## src/design/ffsa_pkg.sv

```systemverilog
// ffsa_pkg: shared types, constants and codes of the spectrum allocator.
// No dependencies.
`default_nettype none
package ffsa_pkg;
  localparam int NUM_LINKS_DEF = 64;
  localparam int NUM_SLOTS_DEF = 256;
  localparam int MAX_ROUTE_DEF = 16;
  localparam logic [19:0] DIST_MAX = 20'hFFFFF;
  localparam logic [19:0] SHORT_RST = 20'd200;
  localparam logic [19:0] MEDIUM_RST = 20'd1600;
  localparam logic [5:0] SPC_RST = 6'd9;
  localparam logic [16:0] CAP_32QAM = 17'd800;
  localparam logic [16:0] CAP_16QAM = 17'd600;
  localparam logic [16:0] CAP_8QAM = 17'd400;
  localparam logic [15:0] RATE_STEP = 16'd400;
  // floor(x * 2622 / 2^16) == floor(x / 25) for x < 4681
  localparam logic [23:0] RATE_RECIP = 24'd2622;

  typedef enum logic [1:0] {
    CMD_ADD = 2'd0, CMD_ALLOC = 2'd1, CMD_RELEASE = 2'd2, CMD_CLEAR = 2'd3
  } cmd_t;
  typedef enum logic [2:0] {
    ST_DONE = 3'd0, ST_ALLOC = 3'd1, ST_NOFIT = 3'd2, ST_ROUTE = 3'd3, ST_RANGE = 3'd4
  } status_t;
  typedef enum logic [1:0] {
    MOD_8QAM = 2'd0, MOD_16QAM = 2'd1, MOD_32QAM = 2'd2
  } mod_t;
  localparam logic [1:0] REG_SHORT = 2'd0;
  localparam logic [1:0] REG_MEDIUM = 2'd1;
  localparam logic [1:0] REG_SPC = 2'd2;

  typedef struct packed {
    logic       clr_route;
    logic       clr_result;
    logic       add_edge;
    logic       start_div;
    logic       setup_alloc;
    logic       setup_rel;
    logic       clr_acc;
    logic       rd_issue;
    logic       acc_and;
    logic       wr_issue;
    logic       next_cand;
    logic       found_set;
  } ffsa_cmd_t;

  typedef struct packed {
    logic       route_empty;
    logic       route_full;
    logic       div_done;
    logic       too_wide;
    logic       last_link;
    logic       cand_free;
    logic       cand_last;
    logic       rel_bad;
    logic       rel_zero;
  } ffsa_stat_t;
endpackage
`default_nettype wire

```

## src/design/ffsa_ctrl.sv

```systemverilog
// ffsa_ctrl: sequencer for add, allocate, release and clear requests.
// Depends on ffsa_pkg.
`default_nettype none
module ffsa_ctrl (
  input  wire logic                clk,
  input  wire logic                rst,
  input  wire logic                in_valid,
  output logic                     in_ready,
  input  wire logic [1:0]          command,
  output logic                     out_valid,
  input  wire logic                out_ready,
  output logic [2:0]               status,
  output ffsa_pkg::ffsa_cmd_t      cmd,
  input  wire ffsa_pkg::ffsa_stat_t stat
);
  typedef enum logic [8:0] {
    S_IDLE = 9'b000000001, S_DIV = 9'b000000010, S_SETUP = 9'b000000100,
    S_SRD = 9'b000001000, S_SWAIT = 9'b000010000, S_CHECK = 9'b000100000,
    S_MRD = 9'b001000000, S_MWR = 9'b010000000, S_OUT = 9'b100000000
  } state_t;
  state_t state, state_next;
  logic [2:0] status_next;

  always_comb begin
    state_next = state;
    status_next = status;
    cmd = '0;
    in_ready = 1'b0;
    out_valid = 1'b0;
    unique case (state)
      S_IDLE: begin
        in_ready = 1'b1;
        if (in_valid) begin
          status_next = ffsa_pkg::ST_DONE;
          cmd.clr_result = 1'b1;
          unique case (command)
            ffsa_pkg::CMD_ADD: begin
              if (stat.route_full) status_next = ffsa_pkg::ST_ROUTE;
              else cmd.add_edge = 1'b1;
              state_next = S_OUT;
            end
            ffsa_pkg::CMD_ALLOC: begin
              cmd.clr_route = 1'b0;
              if (stat.route_empty) begin
                status_next = ffsa_pkg::ST_ROUTE;
                state_next = S_OUT;
              end else begin
                cmd.start_div = 1'b1;
                state_next = S_DIV;
              end
            end
            ffsa_pkg::CMD_RELEASE: begin
              cmd.setup_rel = 1'b1;
              cmd.clr_acc = 1'b1;
              if (stat.route_empty) begin
                status_next = ffsa_pkg::ST_ROUTE;
                state_next = S_OUT;
              end else if (stat.rel_bad) begin
                status_next = ffsa_pkg::ST_RANGE;
                state_next = S_OUT;
              end else if (stat.rel_zero) state_next = S_OUT;
              else state_next = S_MRD;
            end
            default: begin
              cmd.clr_route = 1'b1;
              state_next = S_OUT;
            end
          endcase
        end
      end
      S_DIV: if (stat.div_done) begin
        cmd.setup_alloc = 1'b1;
        state_next = S_SETUP;
      end
      S_SETUP: begin
        cmd.clr_acc = 1'b1;
        if (stat.too_wide) begin
          status_next = ffsa_pkg::ST_NOFIT;
          state_next = S_OUT;
        end else state_next = S_SRD;
      end
      S_SRD: begin
        cmd.rd_issue = 1'b1;
        state_next = S_SWAIT;
      end
      S_SWAIT: begin
        cmd.acc_and = 1'b1;
        state_next = stat.last_link ? S_CHECK : S_SRD;
      end
      S_CHECK: begin
        if (stat.cand_free) begin
          cmd.found_set = 1'b1;
          cmd.clr_acc = 1'b1;
          status_next = ffsa_pkg::ST_ALLOC;
          state_next = S_MRD;
        end else if (stat.cand_last) begin
          status_next = ffsa_pkg::ST_NOFIT;
          state_next = S_OUT;
        end else begin
          cmd.next_cand = 1'b1;
          state_next = S_CHECK;
        end
      end
      S_MRD: begin
        cmd.rd_issue = 1'b1;
        state_next = S_MWR;
      end
      S_MWR: begin
        cmd.wr_issue = 1'b1;
        cmd.acc_and = 1'b0;
        state_next = stat.last_link ? S_OUT : S_MRD;
      end
      S_OUT: begin
        out_valid = 1'b1;
        if (out_ready) state_next = S_IDLE;
      end
      default: state_next = S_IDLE;
    endcase
  end

  // link pointer advances on reads only; the write reuses the link just read
  always_ff @(posedge clk) begin
    if (rst) begin
      state <= S_IDLE;
      status <= ffsa_pkg::ST_DONE;
    end else begin
      state <= state_next;
      status <= status_next;
    end
  end

  assert property (@(posedge clk) disable iff (rst) $onehot(state));
  assert property (@(posedge clk) disable iff (rst)
    out_valid && !out_ready |=> out_valid && $stable(status))
    else $error("result dropped");
  assert property (@(posedge clk) disable iff (rst) in_ready |-> !out_valid)
    else $error("overlap");
endmodule
`default_nettype wire

```

## config.mk

```make
export PLATFORM = sky130hd
export DESIGN_NAME = ffsa_ctrl
export DESIGN_NICKNAME = d
export VERILOG_FILES = /design/src/design/ffsa_pkg.sv /design/src/design/ffsa_ctrl.sv
export SDC_FILE = /design/constraint.sdc
export NUM_CORES = 1
export LEC_CHECK = 0
export BUFFER_PORTS_ARGS = -buffer_cell sky130_fd_sc_hd__buf_2
export CAP_MARGIN = 20
export CORE_MARGIN = 1.5
export CORE_UTILIZATION = 25
export CTS_BUF_LIST = sky130_fd_sc_hd__clkbuf_8
export DETAILED_ROUTE_END_ITERATION = 10
export PLACE_DENSITY_LB_ADDON = 0.05
export SETUP_SLACK_MARGIN = 0.05
export SLEW_MARGIN = 10
export SYNTH_ARGS = -nofsm -noshare
export SYNTH_HDL_FRONTEND = slang
export SYNTH_SLANG_ARGS = --single-unit
```

## constraint.sdc

```tcl
create_clock -name clk -period 2.6 [get_ports clk]
set_input_delay 0.52 -clock clk [delete_from_list [all_inputs] [get_ports clk]]
set_output_delay 0.52 -clock clk [all_outputs]
set_load 0.01 [all_outputs]
```

==> results by group <==
Outcome
  – Status: finished, final reports clean

Clock network
  – Post-CTS Hold Fix Bufs: 0
  – TritonCTS buffer count: 3
  – Clock buffer depth: 2
  – Root buf cell: clkbuf_8
  – CTS Sinks: 12
  – CTS tree: yes
  – Worst-Skew Late Latency: 0.25 ns
  – # H-tree levels: 1
  – Clock transition at the registers of the reported paths: 0.06 ns

Yosys
  – Post-synthesis xor/xnor area fraction: 3.43%
  – Number of flops mapped to enable cells by yosys: 0
  – Largest family of logic cells by synthesized area: simple AND/OR/NAND/NOR gates
  – FFs w/ async S/R, synth: 0%
  – Synth top area share: 23.5%
  – Syn nets: 154
  – Area leader, netlist: dfxtp_1
  – Cell count after synthesis: 134
  – Mux cell area share after synthesis: 2.08%
  – Synthesized area: 1020 um2
  – Sequential area share after synthesis: 23.5%
  – Top-count cell post-synth: nor2_1
  – Ys Warns: 0
  – Count of state elements after synthesis: 12
  – Simple-gate portion of the synthesized area: 40.0%
  – Netlist cell types: 40
  – Mapped Avg Cell Area: 7.62 um2
  – Synth top cells by count: nor2_1, dfxtp_1, a21oi_1, inv_1, nor3_1
  – Post-synthesis compound-gate area fraction: 18.6%
  – Most used DFF post-synth: dfxtp_1
  – Adder-cell share of the synthesized area: 6.13%
  – Ranking of synthesized cells by area: dfxtp_1, nor2_1, ha_1, nor4b_1, a21oi_1

Placed design
  – Number of port buffers: 31
  – GP Congestion: 0.773
  – Final HPWL DP: 2500 um
  – DP Area: 1260 um2
  – Pre-CTS WS: 0.100 ns

Finish
  – Final nets: 193
  – Area delta synth->final: 32.7%
  – Fillers: 460
  – Post-route cell area: 1360 um2
  – Fin util: 34.1%
  – Diodes inserted: 0
  – Share of cells above drive strength 1: 34.3%

Pwr
  – PD cells: 482 nW/um2
  – Leakage: 0.636 nW
  – Worst ir drop on vdd: 0.260 mV

Worst setup path
  – Crit Path Max Fanout: 3
  – Kind of start point of the critical path: primary input
  – Crit Path Class: in2out
  – WP data arrival: 2.00 ns
  – Crit path required time: 2.08 ns
  – Worst setup EP type: output port

Floorplanning
  – Die area: 4480 um2
  – Die Wd: 66.9 um
  – I/O pins: 32
  – Die Y: 66.9 um
  – Core box area: 3970 um2
  – Initial Utilization: 25.7%
  – Cell row count: 23

STA
  – Crit path time final: 2.52 ns
  – Setup-failing EPs final: 0
  – RSZ-0062 raised after global routing: true
  – Fin Setup TNS: 0 ns
  – Worst Tran Pin Value: 0.509 ns
  – Final period utilization: 96.8%
  – Relative slew slack: 65.8%
  – Final Max Tran Viols: 0
  – Min Hold Slack: 0.473 ns
  – Hold Vio Cnt, Final: 0
  – PnR worst setup slack: 0.0837 ns
  – Setup Skew: 0.00726 ns
  – Maximum clock rate: 0.397 GHz

Global route
  – Total global-route track usage: 15.1%
  – Initial antenna violation count: 0
  – Largest net degree at the start of global routing: 14
  – Vias in the first global route: 1061
  – Total grt overflow: 0
  – Global-route wire length before repair: 5130 um

Run
  – Max-cap violations: 0

Route
  – DRT antenna net count: 0
  – Vias post-DR: 1104
  – Pre-antenna DRT Iters: 4
  – Initial DRC count: 55
  – DRT Wirelength: 3190 um
  – DRC violations left: 0
  – Via density: 4.97
  – Drt wl/cell: 14.4 um

Min path
  – Hold WC Path Type: reg2reg
## cells by family (layout without fill, tap and decap cells)
| family | Yosys count | after routing |
|---|---|---|
| AOI/OAI and AO/OA | 27 | 27 |
| xor gates and xnor gates | 4 | 4 |
| adders and majority gates | 5 | 5 |
| buffers and inverters | 15 | 53 |
| DFF | 12 | 12 |
| muxes | 2 | 2 |
| and+or+nand+nor | 69 | 69 |
## placed cells by master (no fill, tap or decap), types with 2 or more instances in the layout
| master | instances |
|---|---|
| buf_2 | 29 |
| buf_6 | 2 |
| nor3b_1 | 2 |
| dfxtp_2 | 2 |
| dfxtp_1 | 10 |
| o21ai_0 | 4 |
| o21bai_1 | 2 |
| nor4_1 | 3 |
| nand4_1 | 2 |
| and3_1 | 3 |
| inv_1 | 7 |
| a211oi_1 | 3 |
| and2_4 | 2 |
| nor2_1 | 17 |
| clkbuf_8 | 4 |
| a21oi_1 | 9 |
| nand2b_1 | 4 |
| nor4b_1 | 7 |
| ha_1 | 5 |
| nand2_1 | 6 |
| nor3_1 | 8 |
| xor2_1 | 3 |
| or3b_2 | 4 |
| buf_4 | 10 |
| or4_4 | 2 |
| nand3_1 | 3 |
## timing repair
action,4_1_cts,5_1_grt
endpoints found under the hold margin,0,0
gates resized for setup,2,5
endpoints found under the setup margin,6,3
cloned,0,0
pin swaps,2,0
setup buffers,2,0
## through the flow
stage / power (W) / cells
detailed placement: 0.000428 / 216
floorplan: 0.000352 / 134
global route: 0.000692 / 222
finish: 0.000653 / 222
global placement: 0.000429 / 216
CTS: 0.000656 / 222
## where the power goes
group,leakage [nW],switching (W),internal [W]
registers,0.0984,0.0000183,0.000195
logic,0.509,0.000122,0.0000989
clock network,0.0288,0.0000843,0.000134
total,0.636,0.000224,0.000429
## registers in the layout (all words and copies together), names as in the netlist
| name | count |
|---|---|
| state | 9 |
| status | 3 |
## final timing paths
path / slack [ns] / start / cells after the start / to
max: 0.08 / in_valid / 7 / cmd[5]
min: 0.47 / status[1] / 2 / status[1]
max reg2reg: 0.40 / state[7] / 6 / status[2]
min reg2reg: 0.47 / status[1] / 2 / status[1]
## area by class of cell
class                      instances  area [um2]  area share [%]
tap                               50        62.6            4.62
timing repair buffer              41         243            17.9
clock buffer                       4        55.1            4.06
inverter                           8        30.0            2.22
sequential                        12         243            17.9
multi-input combinational        107         722            53.3
## metal layers
metal | track usage (%) | vias to the layer above | wire [um]
met4 | 3.06 | 0 | 0
met2 | 25.0 | 22 | 1510
li1 | - | 566 | -
met5 | 0 | - | 0
met3 | 3.04 | 0 | 109
met1 | 20.3 | 516 | 1570
## critical path, stage by stage
cell	delay, ns
buf_2	0.08
or3b_2	0.44
or4_4	0.52
inv_2	0.08
and2_1	0.13
or3_1	0.10
buf_2	0.12
Power figures use the tool's default switching activity.
